[src/rtl/core/m4acc_pkg.sv]
// Shared constants, opcodes and request/result types of the 4x4 matrix accumulate unit.
package m4acc_pkg;

    localparam int DIM        = 4;
    localparam int FRAC_BITS  = 16;
    localparam int DATA_W     = 32;
    localparam int NELEM      = DIM * DIM;
    localparam int ELEM_W     = $clog2(NELEM);
    localparam int DIM_W      = $clog2(DIM);
    localparam int READ_COUNT = (NELEM < 16) ? NELEM : 16;
    localparam int SUM_W      = DATA_W + DIM_W + 1;

    localparam logic signed [DATA_W-1:0] FX_ONE = DATA_W'(64'sd1 <<< FRAC_BITS);

    localparam logic [2:0] OP_WRITE = 3'd0;
    localparam logic [2:0] OP_MUL   = 3'd1;
    localparam logic [2:0] OP_ADD   = 3'd2;
    localparam logic [2:0] OP_CMP   = 3'd3;
    localparam logic [2:0] OP_READ  = 3'd4;

    localparam logic KIND_ELEM = 1'b0;
    localparam logic KIND_CMP  = 1'b1;

    // One bit for each element that sits on the main diagonal.
    function automatic logic [NELEM-1:0] diag_mask();
        logic [NELEM-1:0] m;
        m = '0;
        for (int d = 0; d < DIM; d++)
        begin
            m[d * DIM + d] = 1'b1;
        end
        return m;
    endfunction

    localparam logic [NELEM-1:0] DIAG_MASK = diag_mask();

    typedef struct packed {
        logic [2:0]               op;
        logic [3:0]               elem_index;
        logic signed [DATA_W-1:0] elem_value;
    } cmd_t;

    typedef struct packed {
        logic                     kind;
        logic [3:0]               out_index;
        logic signed [DATA_W-1:0] out_value;
        logic                     equal;
        logic                     last;
    } rsp_t;

endpackage

[src/rtl/core/matrix4_accumulate_unit.sv]
// Top level of the 4x4 fixed-point matrix accumulate unit.
// The unit keeps a DIM x DIM Q16.16 accumulator (identity after reset) in a
// one-port-write, one-port-read memory, and an operand matrix in a second one.
// A write or operand load request writes its element when it is taken. The load of the last
// element starts the operation: a multiply reads one accumulator and one
// operand element per cycle into a single multiplier, then drains the
// pipeline and writes the row back from scratch. An add holds cmd_ready low
// until every element has been added and written back, and a compare offers
// its result once all elements are compared and the result register is free. A read-out
// issues each element only when the previous one has left the pipeline and
// the result register is free, so it is paced by the accumulator read
// port and the result register. cmd_ready is low while an operation runs;
// a finished result waits in the result register without blocking requests.
module matrix4_accumulate_unit (
    input  logic               clk,
    input  logic               rst_n,
    input  logic               cmd_valid,
    output logic               cmd_ready,
    input  m4acc_pkg::cmd_t    cmd,
    output logic               rsp_valid,
    input  logic               rsp_ready,
    output m4acc_pkg::rsp_t    rsp
);
    import m4acc_pkg::*;

    typedef enum logic [3:0] {
        S_IDLE,
        S_MUL_RUN,
        S_MUL_DRAIN,
        S_MUL_WB,
        S_ADD_RUN,
        S_ADD_FIN,
        S_CMP_RUN,
        S_CMP_FIN,
        S_CMP_OUT,
        S_RD_RUN
    } state_t;

    typedef enum logic [1:0] {
        T_MUL,
        T_ADD,
        T_CMP,
        T_RD
    } tag_kind_t;

    typedef struct packed {
        logic              vld;
        tag_kind_t         kind;
        logic [ELEM_W-1:0] idx;
        logic [DIM_W-1:0]  col;
        logic              first;
        logic              last;
    } tag_t;

    function automatic logic [ELEM_W-1:0] elem_addr(input logic [DIM_W-1:0] r,
                                                    input logic [DIM_W-1:0] c);
        return ELEM_W'(int'(r) * DIM + int'(c));
    endfunction

    function automatic logic signed [DATA_W-1:0] sat_wide(
        input logic signed [2*DATA_W-1:0] v);
        logic [DATA_W:0] top;
        top = v[2*DATA_W-1:DATA_W-1];
        if ((&top) || !(|top))
            return v[DATA_W-1:0];
        return v[2*DATA_W-1] ? {1'b1, {(DATA_W-1){1'b0}}} : {1'b0, {(DATA_W-1){1'b1}}};
    endfunction

    function automatic logic signed [DATA_W-1:0] sat_sum(input logic signed [SUM_W-1:0] v);
        logic [SUM_W-DATA_W:0] top;
        top = v[SUM_W-1:DATA_W-1];
        if ((&top) || !(|top))
            return v[DATA_W-1:0];
        return v[SUM_W-1] ? {1'b1, {(DATA_W-1){1'b0}}} : {1'b0, {(DATA_W-1){1'b1}}};
    endfunction

    function automatic logic signed [DATA_W-1:0] sat_add(input logic [DATA_W:0] v);
        if (v[DATA_W] == v[DATA_W-1])
            return v[DATA_W-1:0];
        return v[DATA_W] ? {1'b1, {(DATA_W-1){1'b0}}} : {1'b0, {(DATA_W-1){1'b1}}};
    endfunction

    // Memories and their registered read data.
    logic signed [DATA_W-1:0] acc_mem [NELEM];
    logic signed [DATA_W-1:0] opnd_mem [NELEM];
    logic [NELEM-1:0]         acc_vld_reg;
    logic signed [DATA_W-1:0] acc_rdata_reg;
    logic                     acc_rvld_reg;
    logic                     acc_rdiag_reg;
    logic signed [DATA_W-1:0] opnd_rdata_reg;

    logic signed [DATA_W-1:0] scratch_reg [DIM];

    state_t                   state_reg;
    logic [DIM_W-1:0]         row_reg;
    logic [DIM_W-1:0]         col_reg;
    logic [DIM_W-1:0]         kk_reg;
    logic [ELEM_W-1:0]        seq_reg;
    rsp_t                     rsp_reg;
    logic                     rsp_valid_reg;

    tag_t                     p1_reg;
    tag_t                     p1_next;
    tag_t                     p2_reg;
    tag_t                     p2_next;
    logic signed [2*DATA_W-1:0] prod_reg;
    logic signed [SUM_W-1:0]  sum_reg;
    logic                     eq_reg;

    logic                     accept;
    logic                     idx_ok;
    logic                     idx_final;
    logic [ELEM_W-1:0]        cmd_addr;
    logic                     slot_free;
    logic                     rd_issue;

    logic [ELEM_W-1:0]        acc_raddr;
    logic [ELEM_W-1:0]        opnd_raddr;
    logic                     acc_we;
    logic [ELEM_W-1:0]        acc_waddr;
    logic signed [DATA_W-1:0] acc_wdata;
    logic                     opnd_we;

    logic signed [DATA_W-1:0] acc_val;
    logic signed [DATA_W-1:0] add_val;
    logic signed [2*DATA_W-1:0] prod_shift;
    logic signed [DATA_W-1:0] term;
    logic signed [SUM_W-1:0]  sum_base;
    logic signed [SUM_W-1:0]  sum_next;

    assign cmd_ready = (state_reg == S_IDLE);
    assign accept    = cmd_valid && cmd_ready;
    assign idx_ok    = int'(cmd.elem_index) < NELEM;
    assign idx_final = int'(cmd.elem_index) == NELEM - 1;
    assign cmd_addr  = ELEM_W'(cmd.elem_index);
    assign slot_free = !rsp_valid_reg || rsp_ready;
    assign rd_issue  = (state_reg == S_RD_RUN) && !p1_reg.vld && slot_free;

    assign rsp_valid = rsp_valid_reg;
    assign rsp       = rsp_reg;

    // Read addresses and the tag that travels with each read.
    always_comb
    begin
        acc_raddr  = seq_reg;
        opnd_raddr = seq_reg;
        p1_next    = '0;
        p1_next.idx = seq_reg;
        p1_next.col = col_reg;
        case (state_reg)
            S_MUL_RUN:
            begin
                acc_raddr     = elem_addr(row_reg, kk_reg);
                opnd_raddr    = elem_addr(kk_reg, col_reg);
                p1_next.vld   = 1'b1;
                p1_next.kind  = T_MUL;
                p1_next.first = (kk_reg == '0);
                p1_next.last  = (int'(kk_reg) == DIM - 1);
            end
            S_ADD_RUN:
            begin
                p1_next.vld  = 1'b1;
                p1_next.kind = T_ADD;
            end
            S_CMP_RUN:
            begin
                p1_next.vld   = 1'b1;
                p1_next.kind  = T_CMP;
                p1_next.first = (seq_reg == '0);
            end
            S_RD_RUN:
            begin
                p1_next.vld  = rd_issue;
                p1_next.kind = T_RD;
                p1_next.last = (int'(seq_reg) == READ_COUNT - 1);
            end
            default:
            begin
                p1_next.vld = 1'b0;
            end
        endcase
    end

    // An entry never written since reset still holds its identity value.
    assign acc_val = acc_rvld_reg ? acc_rdata_reg : (acc_rdiag_reg ? FX_ONE : '0);
    assign add_val = sat_add({acc_val[DATA_W-1], acc_val} +
                             {opnd_rdata_reg[DATA_W-1], opnd_rdata_reg});

    // Only one writer of the accumulator is active in any cycle.
    always_comb
    begin
        acc_we    = 1'b0;
        acc_waddr = cmd_addr;
        acc_wdata = cmd.elem_value;
        if (accept && (cmd.op == OP_WRITE) && idx_ok)
        begin
            acc_we = 1'b1;
        end
        else if (p1_reg.vld && (p1_reg.kind == T_ADD))
        begin
            acc_we    = 1'b1;
            acc_waddr = p1_reg.idx;
            acc_wdata = add_val;
        end
        else if (state_reg == S_MUL_WB)
        begin
            acc_we    = 1'b1;
            acc_waddr = elem_addr(row_reg, col_reg);
            acc_wdata = scratch_reg[col_reg];
        end
    end

    assign opnd_we = accept && idx_ok &&
                     ((cmd.op == OP_MUL) || (cmd.op == OP_ADD) || (cmd.op == OP_CMP));

    always_ff @(posedge clk)
    begin
        if (acc_we)
        begin
            acc_mem[acc_waddr] <= acc_wdata;
        end
        acc_rdata_reg <= acc_mem[acc_raddr];
        acc_rdiag_reg <= DIAG_MASK[acc_raddr];
    end

    always_ff @(posedge clk)
    begin
        if (opnd_we)
        begin
            opnd_mem[cmd_addr] <= cmd.elem_value;
        end
        opnd_rdata_reg <= opnd_mem[opnd_raddr];
    end

    always_ff @(posedge clk or negedge rst_n)
    begin
        if (!rst_n)
        begin
            acc_vld_reg  <= '0;
            acc_rvld_reg <= 1'b0;
        end
        else
        begin
            acc_rvld_reg <= acc_vld_reg[acc_raddr];
            if (acc_we)
            begin
                acc_vld_reg[acc_waddr] <= 1'b1;
            end
        end
    end

    // Multiply pipeline: product, then floor shift, saturation and the row sum.
    assign prod_shift = prod_reg >>> FRAC_BITS;
    assign term       = sat_wide(prod_shift);
    assign sum_base   = p2_reg.first ? '0 : sum_reg;
    assign sum_next   = sum_base + {{(SUM_W-DATA_W){term[DATA_W-1]}}, term};

    // Only multiply tags move on to the accumulate stage.
    always_comb
    begin
        p2_next     = p1_reg;
        p2_next.vld = p1_reg.vld && (p1_reg.kind == T_MUL);
    end

    always_ff @(posedge clk or negedge rst_n)
    begin
        if (!rst_n)
        begin
            p1_reg <= '0;
            p2_reg <= '0;
        end
        else
        begin
            p1_reg <= p1_next;
            p2_reg <= p2_next;
        end
    end

    always_ff @(posedge clk)
    begin
        prod_reg <= (2*DATA_W)'(acc_val) * (2*DATA_W)'(opnd_rdata_reg);
        if (p2_reg.vld)
        begin
            sum_reg <= sum_next;
            if (p2_reg.last)
            begin
                scratch_reg[p2_reg.col] <= sat_sum(sum_next);
            end
        end
        if (p1_reg.vld && (p1_reg.kind == T_CMP))
        begin
            eq_reg <= (acc_val == opnd_rdata_reg) && (p1_reg.first || eq_reg);
        end
    end

    // Sequencer and result register.
    always_ff @(posedge clk or negedge rst_n)
    begin
        if (!rst_n)
        begin
            state_reg     <= S_IDLE;
            row_reg       <= '0;
            col_reg       <= '0;
            kk_reg        <= '0;
            seq_reg       <= '0;
            rsp_valid_reg <= 1'b0;
            rsp_reg       <= '0;
        end
        else
        begin
            if (p1_reg.vld && (p1_reg.kind == T_RD))
            begin
                rsp_valid_reg     <= 1'b1;
                rsp_reg.kind      <= KIND_ELEM;
                rsp_reg.out_index <= 4'(p1_reg.idx);
                rsp_reg.out_value <= acc_val;
                rsp_reg.equal     <= 1'b0;
                rsp_reg.last      <= p1_reg.last;
            end
            else if ((state_reg == S_CMP_OUT) && slot_free)
            begin
                rsp_valid_reg     <= 1'b1;
                rsp_reg.kind      <= KIND_CMP;
                rsp_reg.out_index <= '0;
                rsp_reg.out_value <= '0;
                rsp_reg.equal     <= eq_reg;
                rsp_reg.last      <= 1'b0;
            end
            else if (rsp_ready)
            begin
                rsp_valid_reg <= 1'b0;
            end

            case (state_reg)
                S_IDLE:
                begin
                    row_reg <= '0;
                    col_reg <= '0;
                    kk_reg  <= '0;
                    seq_reg <= '0;
                    if (accept)
                    begin
                        if (cmd.op == OP_READ)
                        begin
                            state_reg <= S_RD_RUN;
                        end
                        else if (idx_ok && idx_final)
                        begin
                            if (cmd.op == OP_MUL)
                                state_reg <= S_MUL_RUN;
                            else if (cmd.op == OP_ADD)
                                state_reg <= S_ADD_RUN;
                            else if (cmd.op == OP_CMP)
                                state_reg <= S_CMP_RUN;
                        end
                    end
                end
                S_MUL_RUN:
                begin
                    if (int'(kk_reg) == DIM - 1)
                    begin
                        kk_reg <= '0;
                        if (int'(col_reg) == DIM - 1)
                        begin
                            col_reg   <= '0;
                            state_reg <= S_MUL_DRAIN;
                        end
                        else
                        begin
                            col_reg <= col_reg + 1'b1;
                        end
                    end
                    else
                    begin
                        kk_reg <= kk_reg + 1'b1;
                    end
                end
                S_MUL_DRAIN:
                begin
                    // The row is complete once its last column sum lands in scratch.
                    if (p2_reg.vld && p2_reg.last && (int'(p2_reg.col) == DIM - 1))
                    begin
                        state_reg <= S_MUL_WB;
                    end
                end
                S_MUL_WB:
                begin
                    if (int'(col_reg) == DIM - 1)
                    begin
                        col_reg <= '0;
                        if (int'(row_reg) == DIM - 1)
                        begin
                            state_reg <= S_IDLE;
                        end
                        else
                        begin
                            row_reg   <= row_reg + 1'b1;
                            state_reg <= S_MUL_RUN;
                        end
                    end
                    else
                    begin
                        col_reg <= col_reg + 1'b1;
                    end
                end
                S_ADD_RUN:
                begin
                    seq_reg <= seq_reg + 1'b1;
                    if (int'(seq_reg) == NELEM - 1)
                    begin
                        state_reg <= S_ADD_FIN;
                    end
                end
                S_ADD_FIN:
                begin
                    state_reg <= S_IDLE;
                end
                S_CMP_RUN:
                begin
                    seq_reg <= seq_reg + 1'b1;
                    if (int'(seq_reg) == NELEM - 1)
                    begin
                        state_reg <= S_CMP_FIN;
                    end
                end
                S_CMP_FIN:
                begin
                    state_reg <= S_CMP_OUT;
                end
                S_CMP_OUT:
                begin
                    if (slot_free)
                    begin
                        state_reg <= S_IDLE;
                    end
                end
                S_RD_RUN:
                begin
                    if (rd_issue)
                    begin
                        seq_reg <= seq_reg + 1'b1;
                        if (int'(seq_reg) == READ_COUNT - 1)
                        begin
                            state_reg <= S_IDLE;
                        end
                    end
                end
                default:
                begin
                    state_reg <= S_IDLE;
                end
            endcase
        end
    end

endmodule

[config.mk]
export PLATFORM = sky130hd
export DESIGN_NAME = matrix4_accumulate_unit
export DESIGN_NICKNAME = d
export VERILOG_FILES = /design/src/rtl/core/m4acc_pkg.sv /design/src/rtl/core/matrix4_accumulate_unit.sv
export SDC_FILE = /design/constraint.sdc
export NUM_CORES = 2
export LEC_CHECK = 0
export ABC_AREA = 0
export BUFFER_PORTS_ARGS = -buffer_cell sky130_fd_sc_hd__buf_2
export CAP_MARGIN = 10
export CORE_ASPECT_RATIO = 1.4
export CORE_MARGIN = 2
export CORE_UTILIZATION = 50
export DETAILED_ROUTE_END_ITERATION = 12
export GPL_TIMING_DRIVEN = 0
export MAX_ROUTING_LAYER = met4
export PLACE_DENSITY_LB_ADDON = 0.3
export SLEW_MARGIN = 20
export SYNTH_ARGS = -nofsm -noshare
export SYNTH_HDL_FRONTEND = slang
export SYNTH_SLANG_ARGS = --single-unit
export TNS_END_PERCENT = 50
[constraint.sdc]
create_clock -name clk -period 19.8 [get_ports clk]
set_input_delay 0 -clock clk [delete_from_list [all_inputs] [get_ports clk]]
set_output_delay 0 -clock clk [all_outputs]
set_load 0.03 [all_outputs]
==> results.yml <==
worst_setup_path:
  end_kind: "register"
  cp-endpoint: "prod_reg[44]$_DFF_P_"
  crit_top_cell: "fa_1"
  path_class: "register to register"
  crit_slowest_cell: "clkbuf_1"
  crit_required_ps: 20420
  worst-path-max-fanout: 10
  cp_data_arrival_time_ps: 13710
  cp_num_cells: 27
  max_stage_delay_ps: 960
  r2r_cells: 27
  reg2reg_to: "prod_reg[44]$_DFF_P_"
  critPathLaunchType: "register"
  rr_startpoint: "acc_rvld_reg$_DFF_PN0_"
  crit_start: "acc_rvld_reg$_DFF_PN0_"
  cp_top_family: "adder cells"
  rrSetupSlack_ps: 6710
  critical_path_buf_inv_count: 9
cells_and_area:
  nets: 8908
  area_growth_pct: 11.5
  drive_gt1_frac: 0.121
  fill_cells: 15200
cts:
  cts_buffer_depth: 3
  cts_tree: "yes"
  cts.repair.resized: 0
  clkTransAtPathRegs_ps: 70
  tritoncts.num_buffers: 131
  clock-sinks: 1388
  cts_max_level: 4
  ctsHoldBuffers: 46
  post-cts-setup-buffers: 0
  clockRootBuffer: "clkbuf_16"
  clk_latency_ps: 840
die:
  fp.dieH_um: 512
  die_area_sq_um: 188000
  rows: 186
  core_area_sq_um: 183000
  die_w_um: 367
  floorplan.initialDensity: 0.503
  pin_count: 84
sta:
  fin_crit_sh: 0.661
  finalSetupViolations: 0
  relSlewSlack: 0.0890
  final_hold_viol_count: 0
  fmax_mhz: 76.4
  report.final.slew_viol_count: 0
  clock_skew_ps: 68.0
  min_period_ps: 13090
  worstMarginPinSlew_ps: 1370
  fin_tns_setup_ps: 0
  rsz0062_at_grt: "false"
detailed_routing:
  drtIter0Drc: 6122
  via_per_inst: 6.16
  routed_wl_mm: 378
  postRouteAntennaNets: 0
  dr.pass1.iters: 7
  post_drt_wl_per_cell_um: 37.4
  num_vias: 62400
  drc: 0
global_routing:
  grt_pass1_wl_mm: 517
  grt_start_max_net_pins: 48
  gr-total-overflow: 0
  grtUsageTotal: 0.419
  antenna_found_initial: 44
  grt_pass1_vias: 65600
synthesis:
  synth_warnings: 0
  synth.area.top_cells: "edfxtp_1 39%, fa_1 24%, mux4_2 7.1%, inv_1 4.4%, ha_1 3.4%"
  synthFlopType: "edfxtp_1"
  synth_edf_count: 1188
  yosys.area.top_type: "edfxtp_1"
  synth.distinct_cells: 96
  synth_area_sq_um: 92200
  yosysMostFrequentCell: "edfxtp_1"
  synth_cells: 7177
  ys_seq_area_frac: 0.435
  synth_common_cells: "1,188 x edfxtp_1, 1,088 x inv_1, 1,083 x fa_1, 818 x nand2_1, 487 x and3_1"
  ys_async_sr_fraction: 0.0627
  avgSynthCellArea_sq_um: 12.8
  ys_ff_latch: 1388
  synth.net_count: 8556
  synth.top_cell.area_share: 0.387
worst_hold_path:
  min_path_type: "input pin to register"
status:
  status: "completed"
placed_design:
  dp_hpwl_mm: 299
  gp_congestion: 1.07
  port-buffer-count: 81
job:
  drv_cap: 0
## worst reg2reg max path: stages (launching register included)
cell,delay [ps]
dfrtp_1,420
clkbuf_1,700
clkbuf_1,820
clkbuf_1,580
clkbuf_1,960
and3_1,370
fa_1,490
fa_1,590
inv_1,100
fa_1,530
fa_1,600
inv_1,60
fa_1,840
fa_1,570
fa_1,560
inv_1,70
fa_1,590
inv_1,70
ha_1,290
buf_2,190
nand4_1,200
or3_1,500
or4_1,490
o2111ai_1,430
and2_1,580
or3b_2,500
nand2_1,90
xor2_1,680
## cells in the final DEF, fill, tap and decap left out, drive strengths merged, types with 7 or more instances in the layout
master / instances
a2111oi: 7
a211oi: 74
a21o: 59
a21oi: 156
a31oi: 79
and2: 113
and3: 487
buf: 237
bufinv: 10
clkbuf: 539
clkinv: 50
dfrtp: 87
dfxtp: 113
diode: 48
dlygate4sd3: 45
edfxtp: 1188
fa: 1083
ha: 253
inv: 1092
mux2i: 11
mux4: 292
nand2: 818
nand2b: 19
nand3: 82
nand3b: 9
nand4: 25
nor2: 101
nor2b: 67
nor3: 17
nor4: 14
o211ai: 7
o21a: 16
o21ai: 152
o21bai: 19
o22ai: 40
o31ai: 18
or2: 22
or3: 9
xnor2: 85
xor2: 44
## layout make-up
type / count / area (sq um) / share of cell area
Multi-Input combinational cell: 4268 / 46700 / 0.454
Inverter: 1091 / 4100 / 0.0398
Clock buffer: 172 / 3500 / 0.0341
Timing Repair Buffer: 219 / 2460 / 0.0239
Buffer: 430 / 1820 / 0.0177
Antenna cell: 48 / 120 / 0.00117
Tap cell: 2444 / 3060 / 0.0298
Sequential cell: 1388 / 40100 / 0.390
Clock inverter: 66 / 942 / 0.00917
## metrics by stage
stage                     setup WS (ps)  std cells   util  hold slack [ps]  cell area, sq um
after global placement             6250       9702  0.521              332             95600
after CTS                          7150      10100  0.560             1.07            103000
final                              6710      10100  0.560             56.1            103000
after floorplan                   11280       7177      -             -296             92200
after global routing               7030      10100  0.560             54.1            103000
after detailed placement           7250       9792  0.533            -3.09             97700
## how the worst min path moves through the flow
stage | startpoint | to | slack (ps) | cells after the start
3_5_place_dp | rst_n | acc_vld_reg[6]$_DFFE_PN0N_ | -3 | 1
3_3_place_gp | p1_reg[3]$_DFF_PN0_ | p2_reg[3]$_DFF_PN0_ | 330 | 0
6_report | cmd[36] | state_reg[3]$_DFFE_PN0P_ | 60 | 6
5_1_grt | cmd[33] | opnd_mem[8][23]$_DFFE_PP_ | 50 | 2
2_1_floorplan | rst_n | acc_rvld_reg$_DFF_PN0_ | -300 | 0
4_1_cts | cmd[33] | opnd_mem[8][23]$_DFFE_PP_ | 1 | 2
## routing by layer
layer | routed length [um] | vias to the layer above | GRT usage | part of all wire
met3 | 26500 | 1125 | 0.0706 | 0.070
met2 | 190000 | 3276 | 0.690 | 0.50
met1 | 127000 | 32900 | 0.454 | 0.34
li1 | - | 25100 | - | -
met5 | 0 | - | - | 0
met4 | 34900 | 0 | 0.315 | 0.092
## kinds of logic (layout without fill, tap and decap cells)
group / count (synthesis) / in the layout / synth area share
buffers and inverters: 1521 / 1978 / 0.0631
AOI/OAI and AO/OA: 692 / 692 / 0.0493
adders and majority gates: 1336 / 1336 / 0.270
DFF: 1388 / 1388 / 0.435
other: 0 / 48 / 0
xor gates and xnor gates: 129 / 129 / 0.0124
muxes: 309 / 309 / 0.0733
and+or+nand+nor: 1802 / 1802 / 0.0970
Power is not shown: default switching activity piles up to over one toggle a cycle in this logic, so the estimate is an artifact.
